--- config.mk ---
export PLATFORM = sky130hd
export DESIGN_NAME = frame_pacer_with_average_flat
export DESIGN_NICKNAME = d
export VERILOG_FILES = /design/src/hdl/fpa_pkg.sv /design/src/hdl/fpa_if.sv /design/src/hdl/fpa_ring.sv /design/src/hdl/fpa_div.sv /design/src/hdl/frame_pacer_with_average.sv /design/src/flat_wrapper.sv
export SDC_FILE = /design/constraint.sdc
export NUM_CORES = 2
export LEC_CHECK = 0
export ABC_CLOCK_PERIOD_IN_PS = 17100
export BUFFER_PORTS_ARGS = -buffer_cell sky130_fd_sc_hd__clkbuf_2
export CAP_MARGIN = 10
export CORE_MARGIN = 4
export CORE_UTILIZATION = 45
export DETAILED_ROUTE_END_ITERATION = 8
export SYNTH_ARGS = -nofsm -noshare
export SYNTH_HDL_FRONTEND = slang
export SYNTH_SLANG_ARGS = --single-unit
--- constraint.sdc ---
create_clock -name clk_i -period 17.1 [get_ports clk_i]
set_clock_uncertainty 0.15 [all_clocks]
set_input_delay 1.71 -clock clk_i [delete_from_list [all_inputs] [get_ports clk_i]]
set_output_delay 1.71 -clock clk_i [all_outputs]
set_load 0.005 [all_outputs]
--- src/hdl/fpa_pkg.sv ---
package fpa_pkg;

  // Ring geometry
  localparam int RING_DEPTH = 64;
  localparam int IDX_W      = (RING_DEPTH > 1) ? $clog2(RING_DEPTH) : 1;

  // Field widths
  localparam int TS_W    = 64;
  localparam int MIN_W   = 30;
  localparam int CNT_W   = 7;
  localparam int DELTA_W = 32;
  localparam int RATE_W  = 38;

  // Averaging count limits; the count register is 7 bits wide
  localparam int COUNT_MAX     = (RING_DEPTH < 127) ? RING_DEPTH : 127;
  localparam int COUNT_DEFAULT = 10;
  localparam int COUNT_RST_INT = (COUNT_DEFAULT > COUNT_MAX) ? COUNT_MAX : COUNT_DEFAULT;
  localparam logic [CNT_W-1:0] AVG_COUNT_RST = CNT_W'(COUNT_RST_INT);
  localparam logic [CNT_W-1:0] AVG_COUNT_MAX = CNT_W'(COUNT_MAX);

  // Read pointer over the averaged entries and the exact ring sum
  localparam int PTR_W = $clog2(COUNT_MAX + 1);
  localparam int SUM_W = DELTA_W + PTR_W;
  localparam int CMP_W = IDX_W + CNT_W + 1;

  // Shared divider
  localparam int DIV_W     = (SUM_W > RATE_W) ? SUM_W : RATE_W;
  localparam int DIV_CNT_W = $clog2(DIV_W + 1);

  // Constants
  localparam logic [MIN_W-1:0]  MIN_FRAME_MAX = 30'd1000000000;
  localparam logic [RATE_W-1:0] RATE_NUM      = 38'd256000000000;

  // Configuration port
  localparam int CFG_IDX_W  = 2;
  localparam int CFG_DATA_W = 64;

  typedef enum logic [CFG_IDX_W-1:0] {
    REG_MIN_FRAME = 2'd0,
    REG_AVG_COUNT = 2'd1,
    REG_START_TS  = 2'd2
  } reg_idx_e;

  // Ring memory access
  typedef struct packed {
    logic               wr_en;
    logic [IDX_W-1:0]   wr_addr;
    logic [DELTA_W-1:0] wr_data;
    logic               rd_en;
    logic [IDX_W-1:0]   rd_addr;
  } ring_req_t;

  // Divider request and response
  typedef struct packed {
    logic               start;
    logic [DIV_W-1:0]   dividend;
    logic [DELTA_W-1:0] divisor;
  } div_req_t;

  typedef struct packed {
    logic             done;
    logic [DIV_W-1:0] quotient;
  } div_rsp_t;

endpackage

--- src/hdl/fpa_if.sv ---
// Frame event word: one timestamp
interface fpa_in_if;
  import fpa_pkg::*;
  logic            valid;
  logic            ready;
  logic [TS_W-1:0] now_ns;
  modport source (output valid, output now_ns, input ready);
  modport sink (input valid, input now_ns, output ready);
endinterface

// Register write word
interface fpa_cfg_if;
  import fpa_pkg::*;
  logic                  valid;
  logic                  ready;
  logic [CFG_IDX_W-1:0]  index;
  logic [CFG_DATA_W-1:0] data;
  modport source (output valid, output index, output data, input ready);
  modport sink (input valid, input index, input data, output ready);
endinterface

// Result word
interface fpa_out_if;
  import fpa_pkg::*;
  logic               valid;
  logic               ready;
  logic [TS_W-1:0]    raw_delta_ns;
  logic [TS_W-1:0]    frame_delta_ns;
  logic [MIN_W-1:0]   wait_ns;
  logic [TS_W-1:0]    frame_count;
  logic [DELTA_W-1:0] average_delta_ns;
  logic [RATE_W-1:0]  average_rate_q8;
  logic               rate_invalid;
  modport source (output valid, output raw_delta_ns, output frame_delta_ns,
                  output wait_ns, output frame_count, output average_delta_ns,
                  output average_rate_q8, output rate_invalid, input ready);
  modport sink (input valid, input raw_delta_ns, input frame_delta_ns,
                input wait_ns, input frame_count, input average_delta_ns,
                input average_rate_q8, input rate_invalid, output ready);
endinterface

--- src/hdl/fpa_ring.sv ---
module fpa_ring (
  input  logic                      clk_i,
  input  logic                      rst_ni,
  input  fpa_pkg::ring_req_t        req_i,
  output logic [fpa_pkg::DELTA_W-1:0] rd_data_o
);
  import fpa_pkg::*;

  logic [DELTA_W-1:0]    mem [RING_DEPTH];
  logic [RING_DEPTH-1:0] vld_q;
  logic [DELTA_W-1:0]    rd_q;
  logic                  rd_vld_q;

  // Delta storage, one write and one registered read per cycle
  always_ff @(posedge clk_i) begin
    if (req_i.wr_en) begin
      mem[req_i.wr_addr] <= req_i.wr_data;
    end
    if (req_i.rd_en) begin
      rd_q <= mem[req_i.rd_addr];
    end
  end

  // Written flags; an entry never written reads as zero
  always_ff @(posedge clk_i or negedge rst_ni) begin
    if (!rst_ni) begin
      vld_q    <= '0;
      rd_vld_q <= 1'b0;
    end else begin
      if (req_i.wr_en) begin
        vld_q[req_i.wr_addr] <= 1'b1;
      end
      if (req_i.rd_en) begin
        rd_vld_q <= vld_q[req_i.rd_addr];
      end
    end
  end

  assign rd_data_o = rd_vld_q ? rd_q : '0;

endmodule

--- src/hdl/fpa_div.sv ---
module fpa_div (
  input  logic              clk_i,
  input  logic              rst_ni,
  input  fpa_pkg::div_req_t req_i,
  output fpa_pkg::div_rsp_t rsp_o
);
  import fpa_pkg::*;

  logic [DIV_W-1:0]     quo_q;
  logic [DELTA_W-1:0]   rem_q;
  logic [DELTA_W-1:0]   dvs_q;
  logic [DIV_CNT_W-1:0] cnt_q;
  logic                 busy_q;
  logic                 done_q;

  logic [DELTA_W:0]     shifted;
  logic [DELTA_W:0]     diff;
  logic                 ge;

  // One restoring step: bring in the next dividend bit, try the subtract
  assign shifted = {rem_q, quo_q[DIV_W-1]};
  assign diff    = shifted - {1'b0, dvs_q};
  assign ge      = (shifted >= {1'b0, dvs_q});

  // Payload registers
  always_ff @(posedge clk_i) begin
    if (req_i.start) begin
      quo_q <= req_i.dividend;
      rem_q <= '0;
      dvs_q <= req_i.divisor;
    end else if (busy_q) begin
      quo_q <= {quo_q[DIV_W-2:0], ge};
      rem_q <= ge ? diff[DELTA_W-1:0] : shifted[DELTA_W-1:0];
    end
  end

  // Step counter and done pulse
  always_ff @(posedge clk_i or negedge rst_ni) begin
    if (!rst_ni) begin
      cnt_q  <= '0;
      busy_q <= 1'b0;
      done_q <= 1'b0;
    end else begin
      done_q <= 1'b0;
      if (req_i.start) begin
        cnt_q  <= DIV_CNT_W'(DIV_W);
        busy_q <= 1'b1;
      end else if (busy_q) begin
        cnt_q <= cnt_q - 1'b1;
        if (cnt_q == DIV_CNT_W'(1)) begin
          busy_q <= 1'b0;
          done_q <= 1'b1;
        end
      end
    end
  end

  assign rsp_o.done     = done_q;
  assign rsp_o.quotient = quo_q;

endmodule

--- src/hdl/frame_pacer_with_average.sv ---
// Frame pacer with a moving average of frame times. Each input word is one
// frame event with a nanosecond timestamp; each produces exactly one result
// word. One event is in work at a time: the input is ready only while the
// block is idle, and a finished result waits in the output register while the
// next event is taken. An event goes through these steps in order: take the
// delta; update the reference, frame counter and ring; sum the ring through its
// single read port; run the average division and then the rate division in the
// shared bit-serial divider (the second is skipped when the average is zero);
// and load the output register. The ring needs no clearing pass after reset:
// per-entry written flags make every unwritten entry read as zero. Register
// writes are always ready; writing the start timestamp also reloads the
// reference time.
module frame_pacer_with_average (
  input logic    clk_i,
  input logic    rst_ni,
  fpa_in_if.sink   in_i,
  fpa_cfg_if.sink  cfg_i,
  fpa_out_if.source res_o
);
  import fpa_pkg::*;

  typedef enum logic [5:0] {
    ST_IDLE     = 6'b000001,
    ST_CALC     = 6'b000010,
    ST_SUM      = 6'b000100,
    ST_DIV_AVG  = 6'b001000,
    ST_DIV_RATE = 6'b010000,
    ST_DONE     = 6'b100000
  } state_e;

  state_e state_q, state_d;

  // Registers and state
  logic [MIN_W-1:0]   min_q;
  logic [CNT_W-1:0]   cnt_q;
  logic [TS_W-1:0]    ref_q, ref_d;
  logic [IDX_W-1:0]   idx_q, idx_d;
  logic [TS_W-1:0]    frames_q, frames_d;

  // Per-event working values
  logic [TS_W-1:0]    raw_q, raw_d;
  logic [TS_W-1:0]    used_q, used_d;
  logic [MIN_W-1:0]   wait_q, wait_d;
  logic [PTR_W-1:0]   ptr_q, ptr_d;
  logic               pend_q, pend_d;
  logic [SUM_W-1:0]   sum_q, sum_d;
  logic [DELTA_W-1:0] avg_q, avg_d;
  logic [RATE_W-1:0]  rate_q, rate_d;
  logic               inv_q, inv_d;

  // Output register
  logic               ovld_q, ovld_d;
  logic               oload;
  logic [TS_W-1:0]    o_raw_q, o_used_q, o_frames_q;
  logic [MIN_W-1:0]   o_wait_q;
  logic [DELTA_W-1:0] o_avg_q;
  logic [RATE_W-1:0]  o_rate_q;
  logic               o_inv_q;

  // Update step helpers
  logic               lt;
  logic [TS_W-1:0]    used_c;
  logic [IDX_W-1:0]   wr_addr;
  logic [IDX_W:0]     idx_nxt;
  logic               idx_wrap;
  logic               issue;
  logic [DELTA_W-1:0] quo_avg;

  ring_req_t          ring_req;
  logic [DELTA_W-1:0] ring_rd;
  div_req_t           div_req;
  div_rsp_t           div_rsp;

  logic in_acc;
  logic cfg_acc;
  logic [MIN_W-1:0] cfg_min;
  logic [CNT_W-1:0] cfg_cnt;

  fpa_ring u_ring (
    .clk_i     (clk_i),
    .rst_ni    (rst_ni),
    .req_i     (ring_req),
    .rd_data_o (ring_rd)
  );

  fpa_div u_div (
    .clk_i  (clk_i),
    .rst_ni (rst_ni),
    .req_i  (div_req),
    .rsp_o  (div_rsp)
  );

  assign in_i.ready  = (state_q == ST_IDLE);
  assign in_acc      = in_i.valid && in_i.ready;
  assign cfg_i.ready = 1'b1;
  assign cfg_acc     = cfg_i.valid;

  // Register write clamps
  assign cfg_min = (cfg_i.data[MIN_W-1:0] > MIN_FRAME_MAX) ? MIN_FRAME_MAX
                                                           : cfg_i.data[MIN_W-1:0];
  always_comb begin
    cfg_cnt = cfg_i.data[CNT_W-1:0];
    if (cfg_cnt == '0) begin
      cfg_cnt = CNT_W'(1);
    end else if (cfg_cnt > AVG_COUNT_MAX) begin
      cfg_cnt = AVG_COUNT_MAX;
    end
  end

  // Frame time raise and ring slot selection
  assign lt       = (raw_q < TS_W'(min_q));
  assign used_c   = lt ? TS_W'(min_q) : raw_q;
  assign wr_addr  = ({1'b0, idx_q} >= (IDX_W+1)'(RING_DEPTH)) ? '0 : idx_q;
  assign idx_nxt  = {1'b0, wr_addr} + 1'b1;
  assign idx_wrap = (CMP_W'(idx_nxt) >= CMP_W'(cnt_q)) ||
                    (CMP_W'(idx_nxt) >= CMP_W'(RING_DEPTH));
  assign issue    = (CMP_W'(ptr_q) < CMP_W'(cnt_q));
  assign quo_avg  = div_rsp.quotient[DELTA_W-1:0];

  // Sequencer
  always_comb begin
    state_d  = state_q;
    ref_d    = ref_q;
    idx_d    = idx_q;
    frames_d = frames_q;
    raw_d    = raw_q;
    used_d   = used_q;
    wait_d   = wait_q;
    ptr_d    = ptr_q;
    pend_d   = 1'b0;
    sum_d    = sum_q;
    avg_d    = avg_q;
    rate_d   = rate_q;
    inv_d    = inv_q;
    oload    = 1'b0;
    ovld_d   = ovld_q && !res_o.ready;

    ring_req.wr_en   = 1'b0;
    ring_req.wr_addr = wr_addr;
    ring_req.wr_data = (|used_c[TS_W-1:DELTA_W]) ? '1 : used_c[DELTA_W-1:0];
    ring_req.rd_en   = 1'b0;
    ring_req.rd_addr = IDX_W'(ptr_q);

    div_req.start    = 1'b0;
    div_req.dividend = DIV_W'(sum_q);
    div_req.divisor  = DELTA_W'(cnt_q);

    case (state_q)
      ST_IDLE: begin
        if (in_acc) begin
          raw_d   = in_i.now_ns - ref_q;
          ptr_d   = '0;
          sum_d   = '0;
          state_d = ST_CALC;
        end
      end
      ST_CALC: begin
        used_d         = used_c;
        wait_d         = lt ? (min_q - raw_q[MIN_W-1:0]) : '0;
        ref_d          = ref_q + used_c;
        ring_req.wr_en = 1'b1;
        idx_d          = idx_wrap ? '0 : idx_nxt[IDX_W-1:0];
        frames_d       = frames_q + 1'b1;
        state_d        = ST_SUM;
      end
      ST_SUM: begin
        // read one entry a cycle, add it in as it returns
        if (issue) begin
          ring_req.rd_en = 1'b1;
          ptr_d          = ptr_q + 1'b1;
          pend_d         = 1'b1;
        end
        if (pend_q) begin
          sum_d = sum_q + SUM_W'(ring_rd);
        end
        if (!issue && !pend_q) begin
          div_req.start = 1'b1;
          state_d       = ST_DIV_AVG;
        end
      end
      ST_DIV_AVG: begin
        if (div_rsp.done) begin
          avg_d = quo_avg;
          if (quo_avg == '0) begin
            rate_d  = RATE_NUM;
            inv_d   = 1'b1;
            state_d = ST_DONE;
          end else begin
            div_req.start    = 1'b1;
            div_req.dividend = DIV_W'(RATE_NUM);
            div_req.divisor  = quo_avg;
            inv_d            = 1'b0;
            state_d          = ST_DIV_RATE;
          end
        end
      end
      ST_DIV_RATE: begin
        if (div_rsp.done) begin
          rate_d  = div_rsp.quotient[RATE_W-1:0];
          state_d = ST_DONE;
        end
      end
      ST_DONE: begin
        if (!ovld_q || res_o.ready) begin
          oload   = 1'b1;
          ovld_d  = 1'b1;
          state_d = ST_IDLE;
        end
      end
      default: begin
        state_d = ST_IDLE;
      end
    endcase

    // a start timestamp write reloads the reference at once
    if (cfg_acc && (cfg_i.index == REG_START_TS)) begin
      ref_d = cfg_i.data;
    end
  end

  // Control state and architectural registers
  always_ff @(posedge clk_i or negedge rst_ni) begin
    if (!rst_ni) begin
      state_q  <= ST_IDLE;
      min_q    <= '0;
      cnt_q    <= AVG_COUNT_RST;
      ref_q    <= '0;
      idx_q    <= '0;
      frames_q <= '0;
      ptr_q    <= '0;
      pend_q   <= 1'b0;
      ovld_q   <= 1'b0;
    end else begin
      state_q  <= state_d;
      ref_q    <= ref_d;
      idx_q    <= idx_d;
      frames_q <= frames_d;
      ptr_q    <= ptr_d;
      pend_q   <= pend_d;
      ovld_q   <= ovld_d;
      if (cfg_acc) begin
        case (cfg_i.index)
          REG_MIN_FRAME: min_q <= cfg_min;
          REG_AVG_COUNT: cnt_q <= cfg_cnt;
          default: begin
          end
        endcase
      end
    end
  end

  // Working values and output word
  always_ff @(posedge clk_i) begin
    raw_q  <= raw_d;
    used_q <= used_d;
    wait_q <= wait_d;
    sum_q  <= sum_d;
    avg_q  <= avg_d;
    rate_q <= rate_d;
    inv_q  <= inv_d;
    if (oload) begin
      o_raw_q    <= raw_q;
      o_used_q   <= used_q;
      o_wait_q   <= wait_q;
      o_frames_q <= frames_q;
      o_avg_q    <= avg_q;
      o_rate_q   <= rate_q;
      o_inv_q    <= inv_q;
    end
  end

  assign res_o.valid            = ovld_q;
  assign res_o.raw_delta_ns     = o_raw_q;
  assign res_o.frame_delta_ns   = o_used_q;
  assign res_o.wait_ns          = o_wait_q;
  assign res_o.frame_count      = o_frames_q;
  assign res_o.average_delta_ns = o_avg_q;
  assign res_o.average_rate_q8  = o_rate_q;
  assign res_o.rate_invalid     = o_inv_q;

endmodule

--- src/flat_wrapper.sv ---
// flat-port wrapper written by rule: the top's interface ports become plain ports
module frame_pacer_with_average_flat import fpa_pkg::*;
  (clk_i, rst_ni, in_i_valid, in_i_now_ns, in_i_ready, cfg_i_valid, cfg_i_index, cfg_i_data, cfg_i_ready, res_o_valid, res_o_raw_delta_ns, res_o_frame_delta_ns, res_o_wait_ns, res_o_frame_count, res_o_average_delta_ns, res_o_average_rate_q8, res_o_rate_invalid, res_o_ready);
  fpa_in_if in_i_i ();
  fpa_cfg_if cfg_i_i ();
  fpa_out_if res_o_i ();
  input logic clk_i;
  input logic rst_ni;
  input wire logic [$bits(in_i_i.valid)-1:0] in_i_valid;
  input wire logic [$bits(in_i_i.now_ns)-1:0] in_i_now_ns;
  output wire logic [$bits(in_i_i.ready)-1:0] in_i_ready;
  input wire logic [$bits(cfg_i_i.valid)-1:0] cfg_i_valid;
  input wire logic [$bits(cfg_i_i.index)-1:0] cfg_i_index;
  input wire logic [$bits(cfg_i_i.data)-1:0] cfg_i_data;
  output wire logic [$bits(cfg_i_i.ready)-1:0] cfg_i_ready;
  output wire logic [$bits(res_o_i.valid)-1:0] res_o_valid;
  output wire logic [$bits(res_o_i.raw_delta_ns)-1:0] res_o_raw_delta_ns;
  output wire logic [$bits(res_o_i.frame_delta_ns)-1:0] res_o_frame_delta_ns;
  output wire logic [$bits(res_o_i.wait_ns)-1:0] res_o_wait_ns;
  output wire logic [$bits(res_o_i.frame_count)-1:0] res_o_frame_count;
  output wire logic [$bits(res_o_i.average_delta_ns)-1:0] res_o_average_delta_ns;
  output wire logic [$bits(res_o_i.average_rate_q8)-1:0] res_o_average_rate_q8;
  output wire logic [$bits(res_o_i.rate_invalid)-1:0] res_o_rate_invalid;
  input wire logic [$bits(res_o_i.ready)-1:0] res_o_ready;
  assign in_i_i.valid = in_i_valid;
  assign in_i_i.now_ns = in_i_now_ns;
  assign in_i_ready = in_i_i.ready;
  assign cfg_i_i.valid = cfg_i_valid;
  assign cfg_i_i.index = cfg_i_index;
  assign cfg_i_i.data = cfg_i_data;
  assign cfg_i_ready = cfg_i_i.ready;
  assign res_o_valid = res_o_i.valid;
  assign res_o_raw_delta_ns = res_o_i.raw_delta_ns;
  assign res_o_frame_delta_ns = res_o_i.frame_delta_ns;
  assign res_o_wait_ns = res_o_i.wait_ns;
  assign res_o_frame_count = res_o_i.frame_count;
  assign res_o_average_delta_ns = res_o_i.average_delta_ns;
  assign res_o_average_rate_q8 = res_o_i.average_rate_q8;
  assign res_o_rate_invalid = res_o_i.rate_invalid;
  assign res_o_i.ready = res_o_ready;
  frame_pacer_with_average u_core (.clk_i(clk_i), .rst_ni(rst_ni), .in_i(in_i_i), .cfg_i(cfg_i_i), .res_o(res_o_i));
endmodule
Yosys cells after proc, flatten, opt, wreduce, memory -nomap -nowiden:

Memory sizes are Yosys's and may differ from the RTL's. A register that Yosys moved wholly into a read port is not among the register bits.
Cells that the tools add are included.
Widths: inputs -> output; s select.

* register bits: 923
* RAM bits: 2048
* output and inout port bits: 296
* word-level logic and storage cells: 156
* memories kept: 1

* $add $sub $neg: 9
* $lt $le $gt $ge: 10
* equal/unequal tests: 17
* muxes and demuxes: 56
* bitwise gates (word level): 3
* reductions and logical operators: 28

Memory list
* u_core.u_ring.mem: depth 64, width 32, read ports 1, clocked after memory_dff 1, wr ports 1, line fpa_ring.sv:9 `logic [DELTA_W-1:0] mem [RING_DEPTH];`

Operator list (count)
* $mux 64: 3
* $mux 39: 4
* $mux 72: 2
* $mux 38: 3
* $mux 32: 3
* $pmux 39 s2: 1
* $pmux 38 s2: 1
* $mux 71: 1
* $add 64x1->64 const B: 1
* $add 64x64->64: 1
* $lt 64x30->1: 1
* $or 64x64->64: 1
* $sub 64x64->64: 1
* $mux 6: 9
* $add 39x32->39: 1
* $pmux 6 s6: 1
* $ge 33x32->1: 1
* $logic_not 32->1: 1
* $reduce_or 32->1: 1
* $sub 32x32->32: 1
* $gt 30x30->1 const B: 1
* $mux 30: 1
* $sub 30x30->30: 1
* $mux 7: 4
* other kinds (36): 78

Longest topological paths before layout:

* depth in word-level cells: 6
* mapped depth: 27

Modules after synthesis:

From an unflattened synthesis, not the netlist that was laid out.

* cell total of the unflattened synthesis: 7576
* area total of the unflattened synthesis: 125515.4 µm²

By module, submodules not included
* fpa_ring: times used 1, cells each 3551, area each 81149.1 µm²
* frame_pacer_with_average: times used 1, cells each 3440, area each 38239.2 µm²
* fpa_div: times used 1, cells each 585, area each 6127.1 µm²

Least setup slack after synthesis:

Ideal clock, no wire load.

* path kind: in2reg
* start: input res_o_ready
* end: register u_core.o_avg_q[0] (netlist: u_core.res_o.average_delta_ns[0]) (enable)
* setup time: 0.986 ns
* arrival: 14.675 ns
* data required time: 15.964 ns
* slack: 1.289 ns
* cell stages on the path: 2
* path buffers: 0
* path through: nand2b_1 > nor2b_1

* word-level cells in the longest chain between the ends: 3

Ends and longest elaborated chain
* start, declared: line flat_wrapper.sv:24 `input wire logic [$bits(res_o_i.ready)-1:0] res_o_ready;`
* $logic_or 1x1->1: line frame_pacer_with_average.sv:204 `if (!ovld_q || res_o.ready) begin`
* $mux 1: line frame_pacer_with_average.sv:204
* $mux 1: line frame_pacer_with_average.sv:148 `case (state_q)`
* net u_core.oload: line frame_pacer_with_average.sv:53 `logic oload;`
* end signal, assigned: line frame_pacer_with_average.sv:266 `o_avg_q <= avg_q;`
* end, declared: line frame_pacer_with_average.sv:56 `logic [DELTA_W-1:0] o_avg_q;`

The timed path passes the listed nets, and every way through them passes these cells.
A chain may end at the register's enable or synchronous reset.

Worst setup path after layout:

* start: register u_core.raw_q[1]
* end: register u_core.ref_q[61]

* word-level cells in the longest chain between the ends: 5

Ends and longest elaborated chain
* start, declared: line frame_pacer_with_average.sv:41 `logic [TS_W-1:0] raw_q, raw_d;`
* start signal, assigned: line frame_pacer_with_average.sv:254 `raw_q <= raw_d;`
* $lt 64x30->1: line frame_pacer_with_average.sv:111 `assign lt = (raw_q < TS_W'(min_q));`
* $mux 64 (*): line frame_pacer_with_average.sv:112 `assign used_c = lt ? TS_W'(min_q) : raw_q;`
* net u_core.used_c[1]: line frame_pacer_with_average.sv:62 `logic [TS_W-1:0] used_c;`
* $add 64x64->64 (*): line frame_pacer_with_average.sv:160 `ref_d = ref_q + used_c;`
* $mux 64 (*): line frame_pacer_with_average.sv:148
* $mux 64 (*): line frame_pacer_with_average.sv:216 `if (cfg_acc && (cfg_i.index == REG_START_TS)) begin`
* end signal, assigned: line frame_pacer_with_average.sv:235 `ref_q <= ref_d;`
* end, declared: line frame_pacer_with_average.sv:36 `logic [TS_W-1:0] ref_q, ref_d;`

Mark *: on every way through the listed nets, which the timed path passes. The rest lies on a longest branch. The select of a mux whose other input is x is not followed.

==> flow_summary.ini <==
[clocking]
max-clock-path-buffers = 4
cts_hold_fix_bufs = 0
cts_setup_buffers = 0
numCtsBuffers = 315
clk-insertion-delay-late_ns = 0.94
cts_num_sinks = 3003
path_clk_slew_ns = 0.06
clock_tree_from_tritoncts = built
root_cell_of_the_clock_tree = clkbuf_16
ctsHtreeMaxLevel = 5
cts.repair.resized = 0

[sta]
time_the_final_worst_path_needs_with_i_o_delays_and_setup_ns = 7.65
setup_repair_after_global_routing_missed_its_margin = no
tightest_slew_ns = 1.27
fin_hold_ws_ns = 0.264
setup_tns_ns = 0
slew_limit_fails = 0
fin_crit_sh_pct = 44.7
slew-limit-headroom_pct = 15.0
achievable-frequency_ghz = 0.131
finalSetupViolations = 0
finalHoldViolCount = 0

[synthesis]
avgSynthCellArea_sq_um = 17.5
largest_area_contributor_in_the_synthesized_netlist = edfxtp_1
synth_unique_cells = 102
yosys.area.top_type_share_pct = 64.9
syn_nets = 7581
synth.most_common_cell = edfxtp_1
yosys_warnings = 0
dominantRegCellSynth = edfxtp_1
number_of_enable_type_register_cells_in_the_synthesized_netlist = 2712
synth_seq_cells = 3003
synth.cell_area_sq_um = 125000
syn-instance-count = 7174
ys_async_sr_fraction_pct = 8.62
seq_area_frac_synth_pct = 70.6
ys_top_cells_by_area = edfxtp_1 65%, mux4_2 12%, dfrtp_1 5.1%
synth_common_cells = 2712 x edfxtp_1, 693 x mux4_2, 354 x nor2_1

[detailed_routing]
top_layer = met5
vias_per_cell = 5.89
routed-via-count = 68900
met1_length_mm = 144
finalWirelength_mm = 339
first_pass_drt_iterations = 6
drt_iter0_markers = 7548
met3_wirelength_mm = 24.0
drc_errors = 0
avgRoutedWirePerCell_um = 29.0
met2_wire_len_mm = 162
final_antenna_net_count = 0

[worst_setup_path]
critPathArrivalTime_ns = 8.24
cp.required_ns = 17.69
timing_worst_setup_path_type = reg2reg
worst_setup_path_start_kind = register
critical_path.max_fanout = 48
worstSetupEndpointType = register

[global_route]
first_global_vias = 68900
maximum_number_of_pins_on_one_net_before_global_route_repair = 168
overflow = 0
gr-usage-all-layers_pct = 23.3
antenna_found_initial = 17
grt_pass1_wl_mm = 490

[power]
power.ir.vdd_worst_uv = 111
leakage_nw = 54.3
powerDensity_nw_per_um2 = 144

[cells_and_area]
growth_of_design_area_from_synthesis_to_finish_pct = 14.0
fillCellCount = 22400
final_nets = 8138
layout-drive-gt1-share_pct = 24.5
finish.instance_area_sq_um = 143000
fin_util_pct = 51.6

[die]
boundaryPins = 431
die_h_um = 536
rows = 193
die_width_um = 536
core_area_sq_um = 277000
die_outline_area_sq_um = 287000
start_util_pct = 45.3

[job]
cap_violations = 0

[place]
finalWeightedCongestion = 0.951
placement.cell_area_sq_um = 133000
placement.io_buffers = 429
dp_hpwl_mm = 212

[run_status]
run_status = complete, no violations

[worst_hold_path]
min_path_type = reg2reg
-- metal layers --
| metal | global-route usage [%] | up-vias |
|---|---|---|
| met5 | 0 | - |
| met4 | 5.63 | 6 |
| met3 | 3.91 | 471 |
| met2 | 37.5 | 2643 |
| met1 | 33.4 | 36300 |
| li1 | - | 29500 |
-- logic make-up after synthesis --
family | after synthesis | synth area share [%]
simple gates | 1353 | 5.31
xor+xnor | 259 | 1.81
buf+inv | 562 | 1.71
flops | 3003 | 70.6
other cells | 1 | 0.00299
mux | 749 | 12.9
compound gates | 975 | 4.92
fa+ha+maj | 272 | 2.74
-- final timing paths --
path / end / depth (start not counted) / slack [ns] / from
max: u_core.ref_q[61] / 24 / 9.45 / u_core.raw_q[1]
max in group asynchronous: u_core.ptr_q[2] / 2 / 14.45 / rst_ni
min: u_core.res_o.wait_ns[0] / 0 / 0.26 / u_core.wait_q[0]
min reg2reg: u_core.res_o.wait_ns[0] / 0 / 0.26 / u_core.wait_q[0]
max reg2reg: u_core.ref_q[61] / 24 / 9.45 / u_core.raw_q[1]
min in group asynchronous: u_core.min_q[27] / 1 / 0.73 / rst_ni
-- cell type report --
class / count / area (sq um) / share of cell area, %
flip-flops and latches: 3003 / 88600 / 62.0
diodes: 4 / 10.0 / 0.00700
well taps: 3705 / 4640 / 3.24
inverters: 226 / 853 / 0.597
clock inverters: 180 / 1820 / 1.28
repair buffers: 576 / 3340 / 2.33
multi-input cells: 3609 / 35300 / 24.7
clock buffers: 396 / 8410 / 5.88
-- critical path, cell delays in order (launching register included) --
cell and delay (ns):
edfxtp_1 0.45, inv_1 0.07, ha_1 0.28, nor2b_1 0.12, o21ai_0 0.08, nand2b_1 0.09
a21oi_1 0.08, o21ai_0 0.35, a211oi_1 0.16, o21a_1 0.29, o31ai_1 0.32, a31o_4 0.38
buf_4 0.63, mux2i_1 0.49, inv_1 0.15, ha_1 0.32, a211oi_1 0.35, o21a_1 0.30
o21ai_0 0.35, a31oi_1 0.84, o31ai_1 0.23, a31oi_1 0.46, o21ai_0 0.23, mux2i_1 0.20
nand2_1 0.06
-- stage by stage --
| stage | total power, mW | cells | setup slack, ns |
|---|---|---|---|
| CTS | 20.7 | 11700 | 9.70 |
| detailed placement | 13.9 | 11100 | 9.74 |
| global route | 21.6 | 11700 | 9.03 |
| finish | 20.6 | 11700 | 9.45 |
| floorplan | 12.5 | 7174 | 1.29 |
| global placement | 13.9 | 11100 | 9.73 |
-- flip-flops by register name, indices dropped and copies added, names as in the netlist, 32 cells and up --
name                           count
u_core.sum_q                      39
u_core.ref_q                      64
u_core.res_o.average_rate_q8      38
u_core.res_o.frame_delta_ns       64
u_core.used_q                     64
u_core.res_o.frame_count          64
u_core.res_o.raw_delta_ns         64
u_core.u_div.dvs_q                32
u_core.u_div.rem_q                32
u_core.raw_q                      64
u_core.avg_q                      32
u_core.res_o.average_delta_ns     32
u_core.u_ring.vld_q               64
u_core.frames_q                   64
u_core.u_div.quo_q                39
u_core.rate_q                     38
u_core.u_ring.mem               2048
u_core.u_ring.rd_q                32
-- power by group --
| group | total [mW] | leakage, nW | internal, mW | switching [mW] |
|---|---|---|---|---|
| logic | 4.94 | 16.0 | 1.94 | 3.00 |
| registers | 8.91 | 33.4 | 8.49 | 0.421 |
| clock network | 6.79 | 4.94 | 3.88 | 2.91 |
-- cells in the final DEF (no fill, tap or decap), types with 66 or more instances in the layout --
| cell | count |
|---|---|
| mux4_2 | 693 |
| nor3_1 | 70 |
| or2_2 | 73 |
| clkbuf_2 | 428 |
| nor2_1 | 287 |
| ha_1 | 267 |
| nand2_1 | 337 |
| buf_4 | 141 |
| a21oi_1 | 325 |
| a21o_1 | 121 |
| edfxtp_1 | 2712 |
| clkbuf_16 | 320 |
| o21ai_0 | 209 |
| and2_1 | 106 |
| nand3_1 | 91 |
| xor2_1 | 103 |
| xnor2_1 | 156 |
| inv_1 | 225 |
| dfrtp_1 | 249 |
| nor2_4 | 66 |
Power figures use the tool's default switching activity.
